===== config.mk =====
export PLATFORM = sky130hd
export DESIGN_NAME = xxhash32_stream_core_flat
export DESIGN_NICKNAME = d
export VERILOG_FILES = /design/src/rtl/core/xxh_pkg.sv /design/src/rtl/core/xxh_in_if.sv /design/src/rtl/core/xxh_out_if.sv /design/src/rtl/core/xxhash32_stream_core.sv /design/src/rtl/core/xxh_ctrl.sv /design/src/rtl/core/xxh_dp.sv /design/src/flat_wrapper.sv
export SDC_FILE = /design/constraint.sdc
export NUM_CORES = 2
export LEC_CHECK = 0
export ABC_AREA = 1
export BUFFER_PORTS_ARGS = -buffer_cell sky130_fd_sc_hd__buf_2
export CAP_MARGIN = 40
export CORE_UTILIZATION = 35
export DETAILED_ROUTE_END_ITERATION = 6
export GPL_ROUTABILITY_DRIVEN = 1
export PLACE_DENSITY_LB_ADDON = 0.2
export RECOVER_POWER = 50
export SLEW_MARGIN = 0
export SYNTH_ARGS = -nofsm -noshare
export SYNTH_HDL_FRONTEND = slang
export SYNTH_SLANG_ARGS = --single-unit

===== constraint.sdc =====
create_clock -name i_clk -period 23.6 [get_ports i_clk]
set_input_delay 2.36 -clock i_clk [delete_from_list [all_inputs] [get_ports i_clk]]
set_output_delay 2.36 -clock i_clk [all_outputs]
set_load 0.05 [all_outputs]

===== src/rtl/core/xxh_pkg.sv =====
// xxh_pkg: shared constants, datapath op codes and controller/datapath
// command and status structs for the XXH32 stream core. No dependencies.
package xxh_pkg;

    localparam logic [31:0] P1 = 32'h9E37_79B1;
    localparam logic [31:0] P2 = 32'h85EB_CA77;
    localparam logic [31:0] P3 = 32'hC2B2_AE3D;
    localparam logic [31:0] P4 = 32'h27D4_EB2F;
    localparam logic [31:0] P5 = 32'h1656_67B1;

    typedef enum logic [3:0] {
        OP_NONE,
        OP_LANE_MUL,
        OP_LANE_ROT,
        OP_LANE_WB,
        OP_MERGE,
        OP_ADDLEN,
        OP_WORD_MUL,
        OP_WORD_ROT,
        OP_WORD_WB,
        OP_TAIL_LOAD,
        OP_BYTE_MUL,
        OP_BYTE_ROT,
        OP_BYTE_WB,
        OP_AVAL1,
        OP_AVAL2,
        OP_DONE
    } t_op;

    typedef struct packed {
        logic accept;   // input item taken this cycle
        t_op  op;       // datapath step
    } t_cmd;

    typedef struct packed {
        logic item_live;   // item carries a byte or ends the message
        logic item_last;
        logic stripe_done; // byte on the input completes a 16-byte stripe
        logic lane_last;   // lane round in progress is on lane 3
        logic words_left;
        logic bytes_left;
        logic out_free;    // output register can take a new hash
    } t_sts;

endpackage


===== src/rtl/core/xxh_in_if.sv =====
// xxh_in_if: input channel, at most one message byte per item.
// Standalone; no package dependency.
interface xxh_in_if;
    logic       valid;
    logic       ready;
    logic [7:0] data_byte;
    logic       byte_valid;
    logic       last;

    modport source (output valid, data_byte, byte_valid, last, input ready);
    modport sink   (input valid, data_byte, byte_valid, last, output ready);
endinterface


===== src/rtl/core/xxh_out_if.sv =====
// xxh_out_if: result channel, one 32-bit hash per item.
// Standalone; no package dependency.
interface xxh_out_if;
    logic        valid;
    logic        ready;
    logic [31:0] hash;

    modport source (output valid, hash, input ready);
    modport sink   (input valid, hash, output ready);
endinterface


===== src/rtl/core/xxhash32_stream_core.sv =====
// xxhash32_stream_core: XXH32 of a byte stream, at most one byte per input item.
// Throughput: one byte per cycle while idle; a byte completing a stripe then runs four lane
// rounds. After the last item and any lane rounds, the core merges, adds the length, folds
// tail words, then tail bytes, avalanches and waits for a held hash; input closed till then.
// Reset: synchronous active-low i_rst_n clears seed, count and output valid; stripe is don't-care.
// Depends on xxh_pkg, xxh_in_if, xxh_out_if, xxh_ctrl, xxh_dp.
module xxhash32_stream_core (
    input  logic         i_clk,
    input  logic         i_rst_n,
    xxh_in_if.sink       i_in,
    xxh_out_if.source    o_out,
    input  logic         i_cfg_we,
    input  logic [31:0]  i_cfg_wdata
);

    xxh_pkg::t_cmd w_cmd;
    xxh_pkg::t_sts w_sts;
    logic          w_in_ready;

    // Sequencer: takes bytes in its idle state, otherwise steps the datapath
    // through lane rounds and the finishing fold/avalanche.
    xxh_ctrl u_ctrl (
        .i_clk      (i_clk),
        .i_rst_n    (i_rst_n),
        .i_in_valid (i_in.valid),
        .o_in_ready (w_in_ready),
        .i_sts      (w_sts),
        .o_cmd      (w_cmd)
    );

    // Datapath: stripe buffer as four words, four lanes, hash accumulator,
    // one 32x32 multiplier, and the output register that lets the next
    // message start while a hash waits.
    xxh_dp u_dp (
        .i_clk        (i_clk),
        .i_rst_n      (i_rst_n),
        .i_cfg_we     (i_cfg_we),
        .i_cfg_wdata  (i_cfg_wdata),
        .i_data_byte  (i_in.data_byte),
        .i_byte_valid (i_in.byte_valid),
        .i_last       (i_in.last),
        .i_cmd        (w_cmd),
        .o_sts        (w_sts),
        .i_out_ready  (o_out.ready),
        .o_out_valid  (o_out.valid),
        .o_hash       (o_out.hash)
    );

    assign i_in.ready = w_in_ready;

    // a last item always starts the finishing sequence
    a_last_busy: assert property (@(posedge i_clk) disable iff (!i_rst_n)
        i_in.valid && i_in.ready && i_in.last |=> !i_in.ready)
        else $error("core still ready after last item");

    // a completed stripe always triggers the lane rounds
    a_stripe_busy: assert property (@(posedge i_clk) disable iff (!i_rst_n)
        i_in.valid && i_in.ready && w_sts.stripe_done |=> !i_in.ready)
        else $error("no lane rounds after completed stripe");

    // a hash only appears from the finish step
    a_out_src: assert property (@(posedge i_clk) disable iff (!i_rst_n)
        $rose(o_out.valid) |-> $past(w_cmd.op == xxh_pkg::OP_DONE))
        else $error("output valid without finish");

    a_done_out: assert property (@(posedge i_clk) disable iff (!i_rst_n)
        w_cmd.op == xxh_pkg::OP_DONE |=> o_out.valid)
        else $error("finish did not load output");

endmodule


===== src/rtl/core/xxh_ctrl.sv =====
// xxh_ctrl: sequencer for the XXH32 core; issues at most one datapath op per cycle.
// Depends on xxh_pkg (t_op, t_cmd, t_sts).
module xxh_ctrl (
    input  logic          i_clk,
    input  logic          i_rst_n,
    input  logic          i_in_valid,
    output logic          o_in_ready,
    input  xxh_pkg::t_sts i_sts,
    output xxh_pkg::t_cmd o_cmd
);

    typedef enum logic [4:0] {
        S_ACCEPT,
        S_LMUL,
        S_LROT,
        S_LWB,
        S_MERGE,
        S_ADDLEN,
        S_WCHK,
        S_WMUL,
        S_WROT,
        S_WWB,
        S_TLOAD,
        S_BCHK,
        S_BMUL,
        S_BROT,
        S_BWB,
        S_AV1,
        S_AV2,
        S_OUT
    } t_state;

    t_state r_state;
    logic   r_fin;   // finish after the pending lane rounds
    logic   w_acc;

    assign o_in_ready = (r_state == S_ACCEPT);
    assign w_acc      = i_in_valid && o_in_ready;

    always_comb begin
        o_cmd.accept = w_acc;
        case (r_state)
            S_LMUL:  o_cmd.op = xxh_pkg::OP_LANE_MUL;
            S_LROT:  o_cmd.op = xxh_pkg::OP_LANE_ROT;
            S_LWB:   o_cmd.op = xxh_pkg::OP_LANE_WB;
            S_MERGE: o_cmd.op = xxh_pkg::OP_MERGE;
            S_ADDLEN: o_cmd.op = xxh_pkg::OP_ADDLEN;
            S_WMUL:  o_cmd.op = xxh_pkg::OP_WORD_MUL;
            S_WROT:  o_cmd.op = xxh_pkg::OP_WORD_ROT;
            S_WWB:   o_cmd.op = xxh_pkg::OP_WORD_WB;
            S_TLOAD: o_cmd.op = xxh_pkg::OP_TAIL_LOAD;
            S_BMUL:  o_cmd.op = xxh_pkg::OP_BYTE_MUL;
            S_BROT:  o_cmd.op = xxh_pkg::OP_BYTE_ROT;
            S_BWB:   o_cmd.op = xxh_pkg::OP_BYTE_WB;
            S_AV1:   o_cmd.op = xxh_pkg::OP_AVAL1;
            S_AV2:   o_cmd.op = xxh_pkg::OP_AVAL2;
            S_OUT:   o_cmd.op = i_sts.out_free ? xxh_pkg::OP_DONE : xxh_pkg::OP_NONE;
            default: o_cmd.op = xxh_pkg::OP_NONE;
        endcase
    end

    always_ff @(posedge i_clk) begin
        if (!i_rst_n) begin
            r_state <= S_ACCEPT;
            r_fin   <= 1'b0;
        end else begin
            case (r_state)
                S_ACCEPT: begin
                    if (w_acc && i_sts.item_live) begin
                        if (i_sts.stripe_done) begin
                            r_fin   <= i_sts.item_last;
                            r_state <= S_LMUL;
                        end else if (i_sts.item_last) begin
                            r_state <= S_MERGE;
                        end
                    end
                end
                S_LMUL:   r_state <= S_LROT;
                S_LROT:   r_state <= S_LWB;
                // four lane rounds, lane 0 to lane 3
                S_LWB: begin
                    if (!i_sts.lane_last) begin
                        r_state <= S_LMUL;
                    end else begin
                        r_state <= r_fin ? S_MERGE : S_ACCEPT;
                    end
                end
                S_MERGE:  r_state <= S_ADDLEN;
                S_ADDLEN: r_state <= S_WCHK;
                S_WCHK:   r_state <= i_sts.words_left ? S_WMUL : S_TLOAD;
                S_WMUL:   r_state <= S_WROT;
                S_WROT:   r_state <= S_WWB;
                S_WWB:    r_state <= S_WCHK;
                S_TLOAD:  r_state <= S_BCHK;
                S_BCHK:   r_state <= i_sts.bytes_left ? S_BMUL : S_AV1;
                S_BMUL:   r_state <= S_BROT;
                S_BROT:   r_state <= S_BWB;
                S_BWB:    r_state <= S_BCHK;
                S_AV1:    r_state <= S_AV2;
                S_AV2:    r_state <= S_OUT;
                S_OUT: begin
                    if (i_sts.out_free) begin
                        r_state <= S_ACCEPT;
                    end
                end
                default:  r_state <= S_ACCEPT;
            endcase
        end
    end

endmodule


===== src/rtl/core/xxh_dp.sv =====
// xxh_dp: XXH32 datapath - stripe words, lanes, hash accumulator, one shared
// 32x32 multiplier and the output register. Depends on xxh_pkg.
module xxh_dp (
    input  logic          i_clk,
    input  logic          i_rst_n,
    input  logic          i_cfg_we,
    input  logic [31:0]   i_cfg_wdata,
    input  logic [7:0]    i_data_byte,
    input  logic          i_byte_valid,
    input  logic          i_last,
    input  xxh_pkg::t_cmd i_cmd,
    output xxh_pkg::t_sts o_sts,
    input  logic          i_out_ready,
    output logic          o_out_valid,
    output logic [31:0]   o_hash
);

    function automatic logic [31:0] rotl(input logic [31:0] x, input int unsigned r);
        return (x << r) | (x >> (32 - r));
    endfunction

    logic [31:0] r_seed;
    logic [31:0] r_cnt;
    logic        r_big;
    logic        r_active;
    logic [1:0]  r_wleft;
    logic [1:0]  r_bleft;
    logic        r_out_valid;
    logic [31:0] r_out_hash;

    logic [31:0] r_word [4];
    logic [31:0] r_lane [4];
    logic [31:0] r_h;
    logic [31:0] r_mul;
    logic [31:0] r_tail;
    logic [1:0]  r_widx;

    logic [31:0] w_rword;
    logic [31:0] w_mul_a;
    logic [31:0] w_mul_b;
    logic [31:0] w_prod;
    logic        w_take;
    logic        w_out_free;

    assign w_rword     = r_word[r_widx];
    assign w_take      = i_cmd.accept && (i_byte_valid || i_last);
    assign w_out_free  = !r_out_valid || i_out_ready;
    assign w_prod      = w_mul_a * w_mul_b;

    always_comb begin
        case (i_cmd.op)
            xxh_pkg::OP_LANE_MUL: begin w_mul_a = w_rword;                w_mul_b = xxh_pkg::P2; end
            xxh_pkg::OP_LANE_WB:  begin w_mul_a = r_h;                    w_mul_b = xxh_pkg::P1; end
            xxh_pkg::OP_WORD_MUL: begin w_mul_a = w_rword;                w_mul_b = xxh_pkg::P3; end
            xxh_pkg::OP_WORD_WB:  begin w_mul_a = r_h;                    w_mul_b = xxh_pkg::P4; end
            xxh_pkg::OP_BYTE_MUL: begin w_mul_a = {24'd0, r_tail[7:0]};   w_mul_b = xxh_pkg::P5; end
            xxh_pkg::OP_BYTE_WB:  begin w_mul_a = r_h;                    w_mul_b = xxh_pkg::P1; end
            xxh_pkg::OP_AVAL1:    begin w_mul_a = r_h ^ (r_h >> 15);      w_mul_b = xxh_pkg::P2; end
            xxh_pkg::OP_AVAL2:    begin w_mul_a = r_h ^ (r_h >> 13);      w_mul_b = xxh_pkg::P3; end
            default:              begin w_mul_a = '0;                     w_mul_b = '0;          end
        endcase
    end

    // control state
    always_ff @(posedge i_clk) begin
        if (!i_rst_n) begin
            r_seed      <= '0;
            r_cnt       <= '0;
            r_big       <= 1'b0;
            r_active    <= 1'b0;
            r_wleft     <= '0;
            r_bleft     <= '0;
            r_out_valid <= 1'b0;
        end else begin
            if (i_cfg_we) begin
                r_seed <= i_cfg_wdata;
            end
            if (r_out_valid && i_out_ready) begin
                r_out_valid <= 1'b0;
            end
            if (w_take) begin
                r_active <= 1'b1;
                if (i_byte_valid) begin
                    r_cnt <= r_cnt + 32'd1;
                    if (r_cnt[3:0] == 4'hF) begin
                        r_big <= 1'b1;
                    end
                end
            end
            case (i_cmd.op)
                xxh_pkg::OP_ADDLEN: begin
                    r_wleft <= r_cnt[3:2];
                    r_bleft <= r_cnt[1:0];
                end
                xxh_pkg::OP_WORD_WB: r_wleft <= r_wleft - 2'd1;
                xxh_pkg::OP_BYTE_WB: r_bleft <= r_bleft - 2'd1;
                xxh_pkg::OP_DONE: begin
                    r_out_valid <= 1'b1;
                    r_cnt       <= '0;
                    r_big       <= 1'b0;
                    r_active    <= 1'b0;
                end
                default: ;
            endcase
        end
    end

    // payload
    always_ff @(posedge i_clk) begin
        if (w_take) begin
            if (!r_active) begin
                r_lane[0] <= r_seed + xxh_pkg::P1 + xxh_pkg::P2;
                r_lane[1] <= r_seed + xxh_pkg::P2;
                r_lane[2] <= r_seed;
                r_lane[3] <= r_seed - xxh_pkg::P1;
            end
            if (i_byte_valid) begin
                r_word[r_cnt[3:2]][{r_cnt[1:0], 3'b000} +: 8] <= i_data_byte;
                // full stripe: lane rounds run from lane 0
                if (r_cnt[3:0] == 4'hF) begin
                    r_widx <= '0;
                end
            end
        end
        case (i_cmd.op)
            xxh_pkg::OP_LANE_MUL: r_mul <= w_prod;
            xxh_pkg::OP_LANE_ROT: r_h <= rotl(r_lane[r_widx] + r_mul, 13);
            xxh_pkg::OP_LANE_WB: begin
                r_lane[r_widx] <= w_prod;
                r_widx         <= r_widx + 2'd1;
            end
            xxh_pkg::OP_MERGE: begin
                if (r_big) begin
                    r_h   <= rotl(r_lane[0], 1) + rotl(r_lane[1], 7);
                    r_mul <= rotl(r_lane[2], 12) + rotl(r_lane[3], 18);
                end else begin
                    r_h   <= r_lane[2] + xxh_pkg::P5;
                    r_mul <= '0;
                end
            end
            xxh_pkg::OP_ADDLEN: begin
                r_h    <= r_h + r_mul + r_cnt;
                r_widx <= '0;
            end
            xxh_pkg::OP_WORD_MUL: r_mul <= w_prod;
            xxh_pkg::OP_WORD_ROT: r_h <= rotl(r_h + r_mul, 17);
            xxh_pkg::OP_WORD_WB: begin
                r_h    <= w_prod;
                r_widx <= r_widx + 2'd1;
            end
            xxh_pkg::OP_TAIL_LOAD: r_tail <= w_rword;
            xxh_pkg::OP_BYTE_MUL: begin
                r_mul  <= w_prod;
                r_tail <= r_tail >> 8;
            end
            xxh_pkg::OP_BYTE_ROT: r_h <= rotl(r_h + r_mul, 11);
            xxh_pkg::OP_BYTE_WB:  r_h <= w_prod;
            xxh_pkg::OP_AVAL1:    r_h <= w_prod;
            xxh_pkg::OP_AVAL2:    r_h <= w_prod;
            xxh_pkg::OP_DONE:     r_out_hash <= r_h ^ (r_h >> 16);
            default: ;
        endcase
    end

    assign o_sts.item_live   = i_byte_valid || i_last;
    assign o_sts.item_last   = i_last;
    assign o_sts.stripe_done = i_byte_valid && (r_cnt[3:0] == 4'hF);
    assign o_sts.lane_last   = (r_widx == 2'd3);
    assign o_sts.words_left  = (r_wleft != 2'd0);
    assign o_sts.bytes_left  = (r_bleft != 2'd0);
    assign o_sts.out_free    = w_out_free;

    assign o_out_valid = r_out_valid;
    assign o_hash      = r_out_hash;

endmodule

===== src/flat_wrapper.sv =====
// flat-port wrapper written by rule: the top's interface ports become plain ports
module xxhash32_stream_core_flat 
  (i_clk, i_rst_n, i_cfg_we, i_cfg_wdata, i_in_valid, i_in_data_byte, i_in_byte_valid, i_in_last, i_in_ready, o_out_valid, o_out_hash, o_out_ready);
  xxh_in_if i_in_i ();
  xxh_out_if o_out_i ();
  input  logic i_clk;
  input  logic i_rst_n;
  input  logic i_cfg_we;
  input  logic [31:0] i_cfg_wdata;
  input wire logic [$bits(i_in_i.valid)-1:0] i_in_valid;
  input wire logic [$bits(i_in_i.data_byte)-1:0] i_in_data_byte;
  input wire logic [$bits(i_in_i.byte_valid)-1:0] i_in_byte_valid;
  input wire logic [$bits(i_in_i.last)-1:0] i_in_last;
  output wire logic [$bits(i_in_i.ready)-1:0] i_in_ready;
  output wire logic [$bits(o_out_i.valid)-1:0] o_out_valid;
  output wire logic [$bits(o_out_i.hash)-1:0] o_out_hash;
  input wire logic [$bits(o_out_i.ready)-1:0] o_out_ready;
  assign i_in_i.valid = i_in_valid;
  assign i_in_i.data_byte = i_in_data_byte;
  assign i_in_i.byte_valid = i_in_byte_valid;
  assign i_in_i.last = i_in_last;
  assign i_in_ready = i_in_i.ready;
  assign o_out_valid = o_out_i.valid;
  assign o_out_hash = o_out_i.hash;
  assign o_out_i.ready = o_out_ready;
  xxhash32_stream_core u_core (.i_clk(i_clk), .i_rst_n(i_rst_n), .i_in(i_in_i), .o_out(o_out_i), .i_cfg_we(i_cfg_we), .i_cfg_wdata(i_cfg_wdata));
endmodule

==> results.yml <==
placed_design:
  gp_congestion: 1.02
  placedCellCount: 7769
  port_buffers: 80
  dp_slack_ns: 13.00
  dp_hpwl_mm: 161
  placed_area_um2: 50000
floorplan:
  io_pins: 81
  die_h_um: 370
  rows: 134
  fp.dieW_um: 370
  dieArea_um2: 137000
  start_util: 0.354
  core_um2: 134000
detailed_routing:
  drt.antenna.violating_nets: 0
  post_drt_via_cell_ratio: 5.37
  drt_iter0_markers: 4429
  dr.pass1.iters: 6
  dr_total_vias: 42300
  wl_per_cell_um: 25.0
  drt-total-wl_mm: 197
  post-route-drc-count: 0
clocking:
  cts_setup_buffers: 0
  tritoncts: "built"
  cts_resized: 0
  clock_path_buffers: 3
  ctsHoldBuffers: 0
  path_clk_slew_ns: 0.07
  clock-root-buffer: "clkbuf_16"
  htree_levels: 2
  cts_buffers: 55
  clock_latency_ns: 0.68
  cts_sinks: 465
global_route:
  grt_max_degree: 75
  grt_pass1_vias: 40800
  grt_use_total: 0.286
  overflow: 0
  grt_first_pass_wirelength_mm: 285
  antenna_found_initial: 14
synthesis:
  synth-main-ff-cell: "edfxtp_1"
  synth_warnings: 0
  synthArstFlopShare: 0
  ys_ff_latch: 465
  yosysUniqueCellTypes: 60
  syn_nets: 6794
  synth.cell_area_um2: 47400
  synth_edf_count: 386
  avgSynthCellArea_um2: 7.85
  synth-seq-area-share: 0.278
  netlist_instances: 6042
worst_setup_path:
  critPathArrivalTime_ns: 13.70
  worst_r2r_endpoint: "u_core.u_dp.r_lane[0][29]"
  crit_top_cell: "fa_1"
  cp_slowest_cell: "clkbuf_1"
  cp-start-kind: "flop"
  critPathLaunch: "u_core.u_ctrl.r_state[4]"
  reg2reg_from: "u_core.u_ctrl.r_state[4]"
  crit_required_ns: 24.09
  crit_path_end: "u_core.u_dp.r_lane[0][29]"
  cp_slowest_stage_delay_ns: 1.99
  cp-end-kind: "flop"
  reg2reg_slack_ns: 10.39
  crit_type: "reg -> reg"
  worst-path-max-fanout: 37
  rr_worst_depth: 34
layout:
  post-route-util: 0.387
  mostFrequentLayoutCell: "nand2_1"
  fin_nets: 6810
  areaGrowthSynthToFinish_pct: 9.18
  final_cell_mix: "1323 x nand2_1, 1093 x inv_1, 471 x o21ai_0"
  instances_no_fill: 7879
  final_area_um2: 51800
  drive_gt1_frac: 0.0483
  fill_cells: 13900
power_and_ir_drop:
  powerDensity_nw_per_um2: 88.7
  finalPower_mw: 4.59
  ir_worst_vdd_mv: 0.0676
  leakage_nw: 25.4
sta:
  setup_ws_ns: 10.39
  grt_setup_unrepaired: "no"
  hold-worst-slack_ns: 0.453
  final.setup.tns_ns: 0
  setup_violations: 0
  skew_ns: 0.0517
  hold_violations: 0
  slew_violations: 402
  finalCritPeriodShare: 0.560
  maxSlewHeadroom: -0.855
  fmax_mhz: 75.7
  min_period_ns: 13.21
  worstMarginPinSlew_ns: 2.78
hold_path:
  hold_path_class: "reg -> reg"
  whs_path_depth: 2
run_status:
  outcome: "finished, violations left"
  violations: "capacitance limit, slew limit"
flow_run:
  drv_cap: 11
[cell families after synthesis]
| kind of cell | Yosys count | share of synthesized area |
|---|---|---|
| flops | 465 | 0.278 |
| xor+xnor | 231 | 0.0426 |
| buf+inv | 1310 | 0.105 |
| simple gates | 2228 | 0.195 |
| fa+ha+maj | 705 | 0.250 |
| compound gates | 1103 | 0.129 |
[power breakdown]
group	switching [mW]	total [mW]	internal, mW
Clock	0.379	0.928	0.549
Sequential	0.270	1.35	1.08
Combinational	1.63	2.31	0.679
[worst max-delay path: cells and delay by family (launching register included)]
family / cells / cell delay (ns)
XOR/XNOR: 1 / 0.37
flip-flops: 1 / 0.46
adder cells (fa/ha/maj): 9 / 4.08
AND/OR/NAND/NOR: 9 / 3.01
AO/OA/AOI/OAI: 5 / 1.25
buffers and inverters: 10 / 3.89
[worst min path at each step]
stage	slack, ns	startpoint	to
after CTS	0.45	u_core.u_dp.r_active	u_core.u_dp.r_active
after floorplan	0.42	u_core.u_ctrl.r_fin	u_core.u_ctrl.r_fin
after global placement	0.43	u_core.u_dp.r_active	u_core.u_dp.r_active
after global routing	0.49	u_core.u_dp.r_active	u_core.u_dp.r_active
after detailed placement	0.44	u_core.u_dp.r_active	u_core.u_dp.r_active
final	0.45	u_core.u_dp.r_active	u_core.u_dp.r_active
[flip-flops by register name, summed over array words and instances, names as in the netlist, named ones only]
register	flops
u_core.u_ctrl.r_fin	1
u_core.u_ctrl.r_state	5
u_core.u_dp.o_hash	32
u_core.u_dp.o_out_valid	1
u_core.u_dp.r_active	1
u_core.u_dp.r_big	1
u_core.u_dp.r_bleft	2
u_core.u_dp.r_cnt	32
u_core.u_dp.r_h	32
u_core.u_dp.r_lane	128
u_core.u_dp.r_mul	32
u_core.u_dp.r_seed	32
u_core.u_dp.r_tail	32
u_core.u_dp.r_widx	2
u_core.u_dp.r_wleft	2
u_core.u_dp.r_word	128
[final cells by class]
| type | instances | area, um^2 | share of cell area |
|---|---|---|---|
| Antenna cell | 6 | 15.0 | 0.000290 |
| Multi-Input combinational cell | 4267 | 29300 | 0.566 |
| Clock inverter | 38 | 479 | 0.00925 |
| Inverter | 1109 | 4170 | 0.0804 |
| Sequential cell | 465 | 13200 | 0.254 |
| Tap cell | 1768 | 2210 | 0.0427 |
| Clock buffer | 66 | 1450 | 0.0280 |
| Timing Repair Buffer | 160 | 986 | 0.0190 |
[cell usage after synthesis, types with 15 or more instances]
cell	instances	area share
edfxtp_1	386	0.24
or2_2	33	0.0044
nand3b_1	19	0.0030
o211ai_1	32	0.0051
nor2_1	427	0.034
nor3_1	59	0.0062
ha_1	299	0.079
o21bai_1	15	0.0024
nand4_1	47	0.0062
buf_1	22	0.0017
nand2_1	1324	0.10
o22ai_1	34	0.0045
inv_1	1094	0.087
clkbuf_1	149	0.012
o21ai_0	471	0.050
o21a_1	20	0.0032
xor2_1	163	0.030
a21oi_1	381	0.040
nor4_1	18	0.0024
dfxtp_1	79	0.033
a31oi_1	45	0.0059
buf_2	18	0.0019
nand3_1	262	0.028
xnor2_1	68	0.013
fa_1	406	0.17
[metal layers]
| metal | vias up | track usage | wire length (um) |
|---|---|---|---|
| met1 | 20600 | 0.390 | 83400 |
| met3 | 369 | 0.0344 | 14300 |
| met2 | 1747 | 0.452 | 88500 |
| met4 | 4 | 0.134 | 10700 |
| met5 | - | 0 | 23 |
| li1 | 19600 | - | - |
No activity file was read; power rests on OpenSTA's default activity.
